--- config.mk ---
export PLATFORM = sky130hd
export DESIGN_NAME = cbor_canonical_head_decoder_core_flat
export DESIGN_NICKNAME = d
export VERILOG_FILES = /design/src/sv/cchd_pkg.sv /design/src/sv/cchd_req_if.sv /design/src/sv/cchd_rsp_if.sv /design/src/sv/cchd_head_step.sv /design/src/sv/cbor_canonical_head_decoder_core.sv /design/src/flat_wrapper.sv
export SDC_FILE = /design/constraint.sdc
export NUM_CORES = 1
export LEC_CHECK = 0
export BUFFER_PORTS_ARGS = -buffer_cell sky130_fd_sc_hd__buf_2
export CAP_MARGIN = 0
export CORE_MARGIN = 2
export CORE_UTILIZATION = 25
export CTS_BUF_LIST = sky130_fd_sc_hd__clkbuf_16
export DETAILED_ROUTE_END_ITERATION = 12
export PLACE_DENSITY = 0.45
export SLEW_MARGIN = 20
export SYNTH_ARGS = -nofsm -noshare
export SYNTH_HDL_FRONTEND = slang
export SYNTH_SLANG_ARGS = --single-unit
--- constraint.sdc ---
create_clock -name clock -period 4.1 [get_ports clock]
set_input_delay 0.615 -clock clock [delete_from_list [all_inputs] [get_ports clock]]
set_output_delay 0.615 -clock clock [all_outputs]
set_load 0.02 [all_outputs]
--- src/sv/cchd_pkg.sv ---
// shared types, constants and helpers for the cbor head decoder
// no dependencies; compiled before the interfaces and modules
package cchd_pkg;

   // additional info codes of the initial byte
   localparam logic [4:0] AI_ONE   = 5'd24;
   localparam logic [4:0] AI_TWO   = 5'd25;
   localparam logic [4:0] AI_FOUR  = 5'd26;
   localparam logic [4:0] AI_EIGHT = 5'd27;

   // argument widths in bytes
   localparam logic [3:0] ARG_W0 = 4'd0;
   localparam logic [3:0] ARG_W1 = 4'd1;
   localparam logic [3:0] ARG_W2 = 4'd2;
   localparam logic [3:0] ARG_W4 = 4'd4;
   localparam logic [3:0] ARG_W8 = 4'd8;

   // status codes
   localparam logic STATUS_OK  = 1'b0;
   localparam logic STATUS_ERR = 1'b1;

   // decoder state between requests
   typedef struct packed {
      logic [3:0]  bytes_left;
      logic [3:0]  arg_width;
      logic [63:0] accumulator;
      logic        error_latched;
   } head_state_type;

   // one optional result per request
   typedef struct packed {
      logic        valid;
      logic [63:0] argument;
      logic        status;
   } head_result_type;

   localparam head_state_type IDLE_STATE = '{
      bytes_left: ARG_W0, arg_width: ARG_W0, accumulator: 64'd0, error_latched: 1'b0
   };

   // true when the argument could not have used a shorter encoding
   function automatic logic is_minimal(input logic [3:0] width, input logic [63:0] value);
      logic result;
      begin
         case (width)
            ARG_W1:  result = (value[7:0] >= {3'd0, AI_ONE});
            ARG_W2:  result = (value[15:8] != 8'd0);
            ARG_W4:  result = (value[31:16] != 16'd0);
            ARG_W8:  result = (value[63:32] != 32'd0);
            default: result = 1'b1;
         endcase
         return result;
      end
   endfunction

endpackage

--- src/sv/cchd_req_if.sv ---
// request channel: valid/ready handshake with one byte of the encoded buffer
// no dependencies
interface cchd_req_if;
   logic       valid;
   logic       ready;
   logic [7:0] data_byte;
   logic [2:0] head_major;
   logic       buffer_end;

   modport source (output valid, data_byte, head_major, buffer_end, input ready);
   modport sink   (input valid, data_byte, head_major, buffer_end, output ready);
endinterface

--- src/sv/cchd_rsp_if.sv ---
// result channel: valid/ready handshake with a decoded head argument and status
// no dependencies
interface cchd_rsp_if;
   logic        valid;
   logic        ready;
   logic [63:0] argument;
   logic        status;

   modport source (output valid, argument, status, input ready);
   modport sink   (input valid, argument, status, output ready);
endinterface

--- src/sv/cchd_head_step.sv ---
// next-state and result logic for one byte of the head decoder
// depends on cchd_pkg
module cchd_head_step (
   input  cchd_pkg::head_state_type  cur_state,
   input  logic [7:0]                data_byte,
   input  logic [2:0]                head_major,
   input  logic                      buffer_end,
   output cchd_pkg::head_state_type  nxt_state,
   output cchd_pkg::head_result_type result
);
   import cchd_pkg::*;

   logic [2:0]  major;
   logic [4:0]  add_info;
   logic [3:0]  width;
   logic        reserved;
   logic [63:0] acc_shift;
   logic [3:0]  left_m1;

   assign major     = data_byte[7:5];
   assign add_info  = data_byte[4:0];
   assign acc_shift = {cur_state.accumulator[55:0], data_byte};
   assign left_m1   = cur_state.bytes_left - 4'd1;

   // argument width announced by the initial byte
   always_comb begin
      reserved = 1'b0;
      case (add_info)
         AI_ONE:   width = ARG_W1;
         AI_TWO:   width = ARG_W2;
         AI_FOUR:  width = ARG_W4;
         AI_EIGHT: width = ARG_W8;
         default: begin
            width    = ARG_W0;
            reserved = 1'b1;
         end
      endcase
   end

   // decode step
   always_comb begin
      nxt_state       = cur_state;
      result.valid    = 1'b0;
      result.argument = 64'd0;
      result.status   = STATUS_OK;

      if (cur_state.error_latched) begin
         // drop bytes until the buffer ends
         if (buffer_end) begin
            nxt_state = IDLE_STATE;
         end
      end else if (cur_state.bytes_left == ARG_W0) begin
         // initial byte
         if (major != head_major || (add_info >= AI_ONE && reserved)) begin
            nxt_state               = IDLE_STATE;
            nxt_state.error_latched = !buffer_end;
            result.valid            = 1'b1;
            result.status           = STATUS_ERR;
         end else if (add_info < AI_ONE) begin
            nxt_state       = IDLE_STATE;
            result.valid    = 1'b1;
            result.argument = {59'd0, add_info};
         end else if (buffer_end) begin
            // truncated head
            nxt_state     = IDLE_STATE;
            result.valid  = 1'b1;
            result.status = STATUS_ERR;
         end else begin
            nxt_state.bytes_left  = width;
            nxt_state.arg_width   = width;
            nxt_state.accumulator = 64'd0;
         end
      end else if (left_m1 != ARG_W0) begin
         // argument byte with more to come
         if (buffer_end) begin
            nxt_state     = IDLE_STATE;
            result.valid  = 1'b1;
            result.status = STATUS_ERR;
         end else begin
            nxt_state.bytes_left  = left_m1;
            nxt_state.accumulator = acc_shift;
         end
      end else begin
         // last argument byte
         nxt_state    = IDLE_STATE;
         result.valid = 1'b1;
         if (!is_minimal(cur_state.arg_width, acc_shift)) begin
            nxt_state.error_latched = !buffer_end;
            result.status           = STATUS_ERR;
         end else begin
            result.argument = acc_shift;
         end
      end
   end

endmodule

--- src/sv/cbor_canonical_head_decoder_core.sv ---
// cbor data item head decoder, one byte per request
// output: a registered result appears on rsp_ch in the cycle after the request that finishes a head
// throughput: one byte per cycle; a request is held off only while a result waits in
// the output register and the result side is not ready in that cycle
// reset (synchronous, active high) returns to awaiting an initial byte, no result pending
module cbor_canonical_head_decoder_core (
   input logic        clock,
   input logic        reset,
   cchd_req_if.sink   req_ch,
   cchd_rsp_if.source rsp_ch
);
   import cchd_pkg::*;

   head_state_type  state_ff;
   head_state_type  state_in;
   head_result_type step_result;
   logic            rsp_valid_ff;
   logic [63:0]     rsp_argument_ff;
   logic            rsp_status_ff;
   logic            req_fire;

   // accept a request whenever the output register is free or being drained
   assign req_ch.ready = !rsp_valid_ff || rsp_ch.ready;
   assign req_fire     = req_ch.valid && req_ch.ready;

   cchd_head_step u_step (
      .cur_state      (state_ff),
      .data_byte      (req_ch.data_byte),
      .head_major     (req_ch.head_major),
      .buffer_end     (req_ch.buffer_end),
      .nxt_state      (state_in),
      .result         (step_result)
   );

   // decoder state
   always_ff @(posedge clock) begin
      if (reset) begin
         state_ff <= IDLE_STATE;
      end else if (req_fire) begin
         state_ff <= state_in;
      end
   end

   // output register valid
   always_ff @(posedge clock) begin
      if (reset) begin
         rsp_valid_ff <= 1'b0;
      end else if (req_fire) begin
         rsp_valid_ff <= step_result.valid;
      end else if (rsp_ch.ready) begin
         rsp_valid_ff <= 1'b0;
      end
   end

   // output register payload
   always_ff @(posedge clock) begin
      if (req_fire && step_result.valid) begin
         rsp_argument_ff <= step_result.argument;
         rsp_status_ff   <= step_result.status;
      end
   end

   assign rsp_ch.valid    = rsp_valid_ff;
   assign rsp_ch.argument = rsp_argument_ff;
   assign rsp_ch.status   = rsp_status_ff;

endmodule
--- src/flat_wrapper.sv ---
// flat-port wrapper written by rule: the top's interface ports become plain ports
module cbor_canonical_head_decoder_core_flat import cchd_pkg::*;
  (clock, reset, req_ch_valid, req_ch_data_byte, req_ch_head_major, req_ch_buffer_end, req_ch_ready, rsp_ch_valid, rsp_ch_argument, rsp_ch_status, rsp_ch_ready);
  cchd_req_if req_ch_i ();
  cchd_rsp_if rsp_ch_i ();
  input logic clock;
  input logic reset;
  input wire logic [$bits(req_ch_i.valid)-1:0] req_ch_valid;
  input wire logic [$bits(req_ch_i.data_byte)-1:0] req_ch_data_byte;
  input wire logic [$bits(req_ch_i.head_major)-1:0] req_ch_head_major;
  input wire logic [$bits(req_ch_i.buffer_end)-1:0] req_ch_buffer_end;
  output wire logic [$bits(req_ch_i.ready)-1:0] req_ch_ready;
  output wire logic [$bits(rsp_ch_i.valid)-1:0] rsp_ch_valid;
  output wire logic [$bits(rsp_ch_i.argument)-1:0] rsp_ch_argument;
  output wire logic [$bits(rsp_ch_i.status)-1:0] rsp_ch_status;
  input wire logic [$bits(rsp_ch_i.ready)-1:0] rsp_ch_ready;
  assign req_ch_i.valid = req_ch_valid;
  assign req_ch_i.data_byte = req_ch_data_byte;
  assign req_ch_i.head_major = req_ch_head_major;
  assign req_ch_i.buffer_end = req_ch_buffer_end;
  assign req_ch_ready = req_ch_i.ready;
  assign rsp_ch_valid = rsp_ch_i.valid;
  assign rsp_ch_argument = rsp_ch_i.argument;
  assign rsp_ch_status = rsp_ch_i.status;
  assign rsp_ch_i.ready = rsp_ch_ready;
  cbor_canonical_head_decoder_core u_core (.clock(clock), .reset(reset), .req_ch(req_ch_i), .rsp_ch(rsp_ch_i));
endmodule
**Word level (Yosys, flattened, before mapping)**

Cells that the tools add are included.

- Bits in registers: 131
- Output and inout port bits: 67
- Word-level logic and storage cells: 71

- Add/sub/neg operators: 1
- Order comparisons: 3
- Equal/unequal tests: 11
- Multiplexer cells: 33
- Reductions and logical operators: 16

Operator list:

| operator | count |
|---|---|
| $mux 73 | 6 |
| $mux 64 | 3 |
| $mux 66 | 2 |
| $mux 72 | 1 |
| $reduce_bool 32->1 | 1 |
| $eq 5x5->1 const B | 4 |
| $pmux 4 s4 | 1 |
| $reduce_bool 16->1 | 1 |
| $mux 1 | 15 |
| $mux 5 | 2 |
| $ge 8x5->1 const B | 1 |
| $mux 4 | 2 |
| $reduce_bool 8->1 | 1 |
| $ge 5x5->1 const B | 1 |
| $lt 5x5->1 const B | 1 |
| $eq 4x1->1 const B | 1 |
| $eq 4x2->1 const B | 1 |
| $eq 4x3->1 const B | 1 |
| $eq 4x4->1 const B | 1 |
| $logic_not 4->1 | 1 |
| $pmux 1 s4 | 1 |
| $reduce_bool 4->1 | 1 |
| $reduce_or 4->1 | 1 |
| $sub 4x1->4 const B | 1 |
| other kinds (9) | 13 |

**Longest topological paths before layout**

Gate-level depths: netlist (run 1).

- Depth in word-level cells: 10
- Depth in mapped cells: 9

**By module**

From an unflattened synthesis (run 1), not the netlist that was laid out.

- Cells, all modules: 655
- Area, all modules: 7229.4 um2

By module, submodules not included:

| module | instances | cells an instance | area each (um2) | sequential area each (um2) |
|---|---|---|---|---|
| cbor_canonical_head_decoder_core | 1 | 404 | 5490.3 | 3433.3 |
| cchd_head_step | 1 | 251 | 1739.2 | 0.0 |

**Worst setup path after synthesis (run 1)**

OpenSTA, ideal clock, no wires.

- Path kind: reg-to-reg
- Start: register u_core.state_ff[69] (netlist name)
- End: register u_core.rsp_argument_ff[0], in the netlist u_core.rsp_ch.argument[0], enable pin
- Library setup time: 419 ps
- Arrival time: 2653 ps
- Data required time: 3681 ps
- Slack: 1028 ps
- Stages on the path, launching flop included: 8
- Path buffers: 0
- Cell sequence: dfxtp_1 -> inv_1 -> ha_1 -> nor3b_1 -> a31o_2 -> nor3_1 -> a211o_1 -> inv_1

- Longest elaborated chain between the ends: 6
- Elaborated cells between the ends (all ways): 7
- Classes of those cells: add/sub (1); mux (3); reduce/logical (3)

Ends and longest elaborated chain:

| item | line | source |
|---|---|---|
| from (decl) | cbor_canonical_head_decoder_core.sv:14 | `head_state_type state_ff;` |
| from (signal assigned) | cbor_canonical_head_decoder_core.sv:40 | `state_ff <= state_in;` |
| $sub 4x1->4 | cchd_head_step.sv:23 | `assign left_m1 = cur_state.bytes_left - 4'd1;` |
| $reduce_bool 4->1 | cchd_head_step.sv:73 | `end else if (left_m1 != ARG_W0) begin` |
| $mux 1 | cchd_head_step.sv:73 |  |
| $mux 66 (*) | cchd_head_step.sv:52 | `end else if (cur_state.bytes_left == ARG_W0) begin` |
| $mux 66 (*) | cchd_head_step.sv:47 | `if (cur_state.error_latched) begin` |
| $logic_and 1x1->1 (*) | cbor_canonical_head_decoder_core.sv:57 | `if (req_fire && step_result.valid) begin` |
| to (signal assigned) | cbor_canonical_head_decoder_core.sv:58 | `rsp_argument_ff <= step_result.argument;` |
| to (decl) | cbor_canonical_head_decoder_core.sv:18 | `logic [63:0] rsp_argument_ff;` |

Mark *: on every way between the ends. The rest lies on a longest branch, timed or not.
A chain may end at the register's enable or synchronous reset.

**Worst setup path in the final report (run 1)**

- Start: register u_core.state_ff[69] (netlist name)
- End: register u_core.rsp_argument_ff[33], in the netlist u_core.rsp_ch.argument[33], data pin

- Longest elaborated chain between the ends: 4
- Elaborated cells between the ends (all ways): 5
- Classes of those cells: add/sub (1); mux (2); reduce/logical (2)

Ends and longest elaborated chain:

| item | line |
|---|---|
| $sub 4x1->4 | cchd_head_step.sv:23 |
| $reduce_bool 4->1 | cchd_head_step.sv:73 |
| $mux 64 | cchd_head_step.sv:73 |
| $mux 66 (*) | cchd_head_step.sv:52 |

Marked as above.

==> results of run 1 <==
worst paths after layout:
path / from / endpoint / slack (ps) / depth (start not counted)
worst max-delay path: u_core.state_ff[69] / u_core.rsp_ch.argument[33] / 1210 / 7
worst min-delay path: req_ch_data_byte[6] / u_core.state_ff[7] / 510 / 3
worst max register to register: u_core.state_ff[69] / u_core.rsp_ch.argument[33] / 1210 / 7
worst min register to register: u_core.state_ff[65] / u_core.state_ff[65] / 530 / 1
layer usage:
| metal | GRT usage, % | share of wire [%] |
|---|---|---|
| met1 | 15.7 | 46 |
| met2 | 19.5 | 49 |
| met3 | 3.46 | 4.3 |
| met4 | 4.42 | 0.66 |
| met5 | 0 | 0 |
critical path, stage by stage, from the launching register on:
cell and delay [ps]:
dfxtp_1 390, inv_1 90, ha_1 260, nor3b_1 260
a31oi_1 270, a311oi_4 860, buf_4 440, and2_1 190
through the flow:
stage | std cells | utilization, % | area [um2] | setup slack [ps] | power (mW)
6_report | 806 | 31.8 | 6440 | 1210 | 3.15
5_1_grt | 806 | 31.8 | 6440 | 900 | 3.25
4_1_cts | 806 | 31.8 | 6440 | 1160 | 3.18
2_1_floorplan | 445 | - | 5160 | 1030 | 1.61
3_5_place_dp | 774 | 29.0 | 5860 | 1160 | 1.70
3_3_place_gp | 774 | 29.0 | 5860 | 1260 | 1.70
sequential cells by signal, summed over array words and instances (netlist names):
signal	flops
u_core.rsp_ch.valid	1
u_core.rsp_ch.argument	64
u_core.rsp_ch.status	1
u_core.state_ff	65
final cells by class:
class                   count  area, um2  share of cell area [%]
flip-flops and latches    131       3270                    50.8
multi-input cells         281       1780                    27.6
repair buffers             86        455                    7.07
clock buffers              17        425                    6.60
well taps                 270        338                    5.24
clock inverters            15        149                    2.31
inverters                   6       22.5                   0.350
power groups by stage:
| stage | clock (mW) | sequential [mW] | combinational, mW |
|---|---|---|---|
| floorplan | 0 | 1.54 | 0.0678 |
| global placement | 0 | 1.48 | 0.224 |
| detailed placement | 0 | 1.48 | 0.225 |
| CTS | 1.51 | 1.45 | 0.226 |
| global route | 1.56 | 1.45 | 0.239 |
| finish | 1.48 | 1.45 | 0.221 |
logic make-up after synthesis:
logic type | Yosys count | synth area share, %
and+or+nand+nor | 183 | 19.3
buffers and inverters | 33 | 2.57
DFF | 131 | 63.4
AOI/OAI and AO/OA | 92 | 13.5
adders and majority gates | 2 | 0.485
xor gates and xnor gates | 4 | 0.679
cell usage in the layout, fill, tap and decap left out, types with 2 or more instances in the layout:
master,Yosys,final
clkinv_2,0,4
clkbuf_16,0,17
o21ai_0,3,3
o311ai_0,2,2
dfxtp_1,66,66
edfxtp_1,65,65
a21oi_1,6,6
nand4_1,4,4
o211a_1,2,2
nor4b_1,2,2
a2111oi_0,2,2
nand2_1,4,4
o32ai_1,2,2
nor4_1,16,15
a21o_1,2,2
a211o_1,2,2
buf_4,1,4
nand2b_1,3,3
nor2_1,65,65
nor2b_1,2,2
buf_2,0,81
and3_1,2,2
a31oi_1,2,2
o21a_1,3,3
a22oi_1,57,57
and2_1,60,60
xnor2_1,4,4
bufinv_16,0,3
o2bb2ai_1,2,2
nor3b_1,2,2
nor3_1,7,7
inv_1,6,7
or4b_2,2,2
ha_1,2,2
nand3_1,5,4
clkinv_1,0,4
==> reports/qor.csv, run 1 <==
metric,value,unit
synthesized net count,463,
status,finished clean,
"Hold Vio Cnt, Final",0,
drt wl/cell,15.9,um
Final TNS setup,0,ps
Combinational Power Share,7.0,%
sw frac,22.9,%
cell row count,52,
first-pass GRT wire length,20.4,mm
Synth Flop Type,dfxtp_1,
Die Y,148,um
RSZ-0062 raised after global routing,no,
CTS tree,yes,
grt total ovfl,0,
Cells after Synth,445,
DRT iter0 DRCs,320,
Initial Util,25.5,%
critical path class,flip-flop to flip-flop,
antenna diode count,0,
# H-tree levels,4,
CP Launch Type,flip-flop,
Seq pwr share,46.0,%
Yosys reg bits,131,
final worst-path cycle share,70.6,%
# Post-CTS Setup Buffers,0,
Worst-Skew Late Latency,420,ps
Root Driver,clkbuf_16,
Leakage,2.45,nW
Port-buffer cells,82,
number of synthesized flops with an enable pin,65,
max-slew violations,0,
CP endpoint kind,flip-flop,
Syn. warnings,0,
Clk pwr share,47.0,%
pwr/cell area,488,mW/mm2
DRC Markers,0,
"Arr. time, crit path",3180,ps
Via Count,3693,
"area leader, netlist",edfxtp_1,
core box area,0.0202,mm2
CTS Buf Count,17,
ANT nets after route,0,
Psw,721,uW
CP required,4380,ps
gpl congestion,0.745,
Post-Route Skew,11.5,ps
Die ar.,0.0218,mm2
Vias/cell,4.58,
fill count,2096,
Max-Slew Margin vs Limit,39.5,%
"Async S/R FF share, synth",0,%
CTS sink cnt,131,
die width,148,um
maxcap violations,0,
number of global-route vias before repair,3714,
hold buffers post-CTS,0,
Synth top area share,37.8,%
initial antenna violation count,0,
DR pass1 iterations,5,
internal power,2.42,mW
register area share after synthesis,63.4,%
Worst Max-Slew Pin Slew,907,ps
number of distinct library cells after synthesis,50,
Synth-to-Final Area Change,24.8,%
largest net degree at the start of global routing,66,
maximum VDD drop,0.000296,V
Post-DP HPWL,8.54,mm
nets@finish,541,
clock buffer depth,2,
All-Layer GR Usage,12.2,%
fraction of layout cells with a size suffix above 1,23.3,%
clock period minus final worst setup slack,2890,ps
Synth area leaders,"edfxtp_1, dfxtp_1, a22oi_1",
routed wire length,12.8,mm
# setup viols final,0,
most frequent cell after synthesis,dfxtp_1,
I/O pin cnt,83,
Avg Inst Size Synth,11.6,um2
Synth top cells by count,"dfxtp_1, edfxtp_1, nor2_1",
cts repair resizes,0,
worst hold slack,506,ps
Peak Freq,0.346,GHz
synthesized area,0.00516,mm2
worst hold path type,primary input to flip-flop,
Worst Path Max Fanout,39,
Worst-path clk slew,50,ps
Power figures use the tool's default switching activity.
==> run 2, diff against run 1 <==
Settings changed: PLACE_DENSITY 0.45 to 0.46.
Clock period 4.1 ns to 2.45 ns, I/O delays scaled along.
==> run 2 against run 1 <==
Against the previous run:
- power is 71% higher
- critical path depth stayed put
- worst hold slack worse by 240 ps
- core utilization is 1.1 points higher
- non-clock buffer count is 12 higher
- flip-flop and latch count stayed put
- sequential power is 67% higher
- critical path type unchanged
- critical endpoint is now u_core.state_ff[66]
- largest cell class unchanged
- largest power group unchanged
- highest routed layer unchanged
==> reports/qor.csv, run 2 (synthesis results as in run 1) <==
metric,value,unit
status,finished clean,
gpl congestion,0.751,
overall power,5.39,mW
register area,0.00328,mm2
CP startpoint,u_core.state_ff[69],
Final TNS setup,0,ps
Seq pwr share,44.9,%
Max-Slew Margin vs Limit,54.5,%
cell row count,52,
Port-buffer cells,82,
Combinational Power Share,7.3,%
core box area,0.0202,mm2
Biggest register,u_core.state_ff,
sw frac,22.4,%
grt total ovfl,0,
critical-path cell list,"inv_2, ha_4, or3b_4, or4_4, or3_4, or3b_4, a21bo_1",
CTS Buf Count,17,
"commonest cells after routing, fill and taps aside","buf_2, edfxtp_1, nor2_1, dfxtp_1, and2_1",
area of the multi-input gates,0.00181,mm2
CP endpoint kind,flip-flop,
pwr/cell area,809,mW/mm2
drt wl/cell,15.7,um
CP required,2810,ps
"Hold Vio Cnt, Final",0,
Synth-to-Final Area Change,29.0,%
ANT nets after route,0,
Setup Slack @ Placement,-0.947,ps
# setup viols final,0,
Initial Util,25.5,%
antenna diode count,0,
worst hold slack,264,ps
Vias/cell,4.66,
Worst Max-Slew Pin Slew,682,ps
internal power,4.18,mW
"Arr. time, crit path",2770,ps
DRC Markers,0,
max-slew violations,0,
largest net degree at the start of global routing,65,
clock period minus final worst setup slack,2420,ps
Post-Route Skew,8.26,ps
worst hold path type,primary input to flip-flop,
Root Driver,clkbuf_16,
CP max stage cell,or4_4,
# H-tree levels,4,
maximum VDD drop,0.000430,V
Clk pwr share,47.8,%
max reg flops,65,
Die ar.,0.0218,mm2
Post-Route Utilization,32.9,%
fraction of layout cells with a size suffix above 1,26.6,%
Die Y,148,um
min-delay src,req_ch_data_byte[5],
Worst Path Max Fanout,6,
final worst-path cycle share,98.6,%
Critical Path Max Stage Delay,500,ps
Peak Freq,0.414,GHz
CP Launch Type,flip-flop,
initial antenna violation count,0,
maxcap violations,0,
CTS tree,yes,
CP dominant cell by count,or3b_4,
critical path class,flip-flop to flip-flop,
Leakage,2.54,nW
fill count,2021,
All-Layer GR Usage,12.2,%
die width,148,um
nets@finish,553,
Psw,1.21,mW
DRT iter0 DRCs,353,
number of global-route vias before repair,3809,
routed wire length,12.9,mm
CTS sink cnt,131,
DR pass1 iterations,6,
Worst-Skew Late Latency,410,ps
slack of the critical path,33.3,ps
first-pass GRT wire length,20.9,mm
Via Count,3815,
r2r startpoint,u_core.state_ff[69],
I/O pin cnt,83,
clock buffer depth,2,
"leading cell type in the layout, fill and taps excluded",buf_2,
RSZ-0062 raised after global routing,yes,
Post-DP HPWL,8.72,mm
Worst-path clk slew,50,ps
run 2: critical path, delay by kind of cell, from the launching register on:
kind	cells	cell delay, ps
AO/OA/AOI/OAI	1	180
adder cells (fa/ha/maj)	1	150
buffers and inverters	1	80
flip-flops	1	340
AND/OR/NAND/NOR	4	1600
run 2: routing by layer:
| layer | wire length [um] | global-route usage (%) |
|---|---|---|
| met3 | 519 | 3.46 |
| met1 | 5910 | 15.6 |
| met5 | 0 | 0 |
| met2 | 6310 | 19.7 |
| met4 | 121 | 4.76 |
run 2: what timing repair did:
action | CTS | global route
cloned | 0 | 0
pin swaps | 1 | 0
endpoints found under the setup margin | 1 | 2
gates resized for setup | 0 | 1
setup buffers | 0 | 3
hold buffers | 0 | 0
run 2: through the flow:
step	std cells	area, um2
floorplan	445	5200
global placement	783	6030
detailed placement	783	6030
CTS	815	6640
global route	818	6660
finish	818	6660
run 2: worst paths after layout:
kind	end	slack [ps]	cells after the start
worst max-delay path	u_core.state_ff[66]	30	7
worst min-delay path	u_core.state_ff[6]	260	3
worst max register to register	u_core.state_ff[66]	30	7
worst min register to register	u_core.state_ff[65]	530	1
run 2: power groups by stage:
stage,sequential (mW),combinational [mW],clock [mW]
5_1_grt,2.43,0.424,2.74
2_1_floorplan,2.58,0.117,0
3_5_place_dp,2.47,0.398,0
3_3_place_gp,2.47,0.393,0
6_report,2.42,0.392,2.58
4_1_cts,2.42,0.398,2.64
run 2: cell type report:
type                            instances  area share (%)
Tap cell                              270            5.07
Multi-Input combinational cell        281            27.2
Timing Repair Buffer                   98            9.09
Clock buffer                           17            6.39
Clock inverter                         15            2.63
Sequential cell                       131            49.2
Inverter                                6           0.395
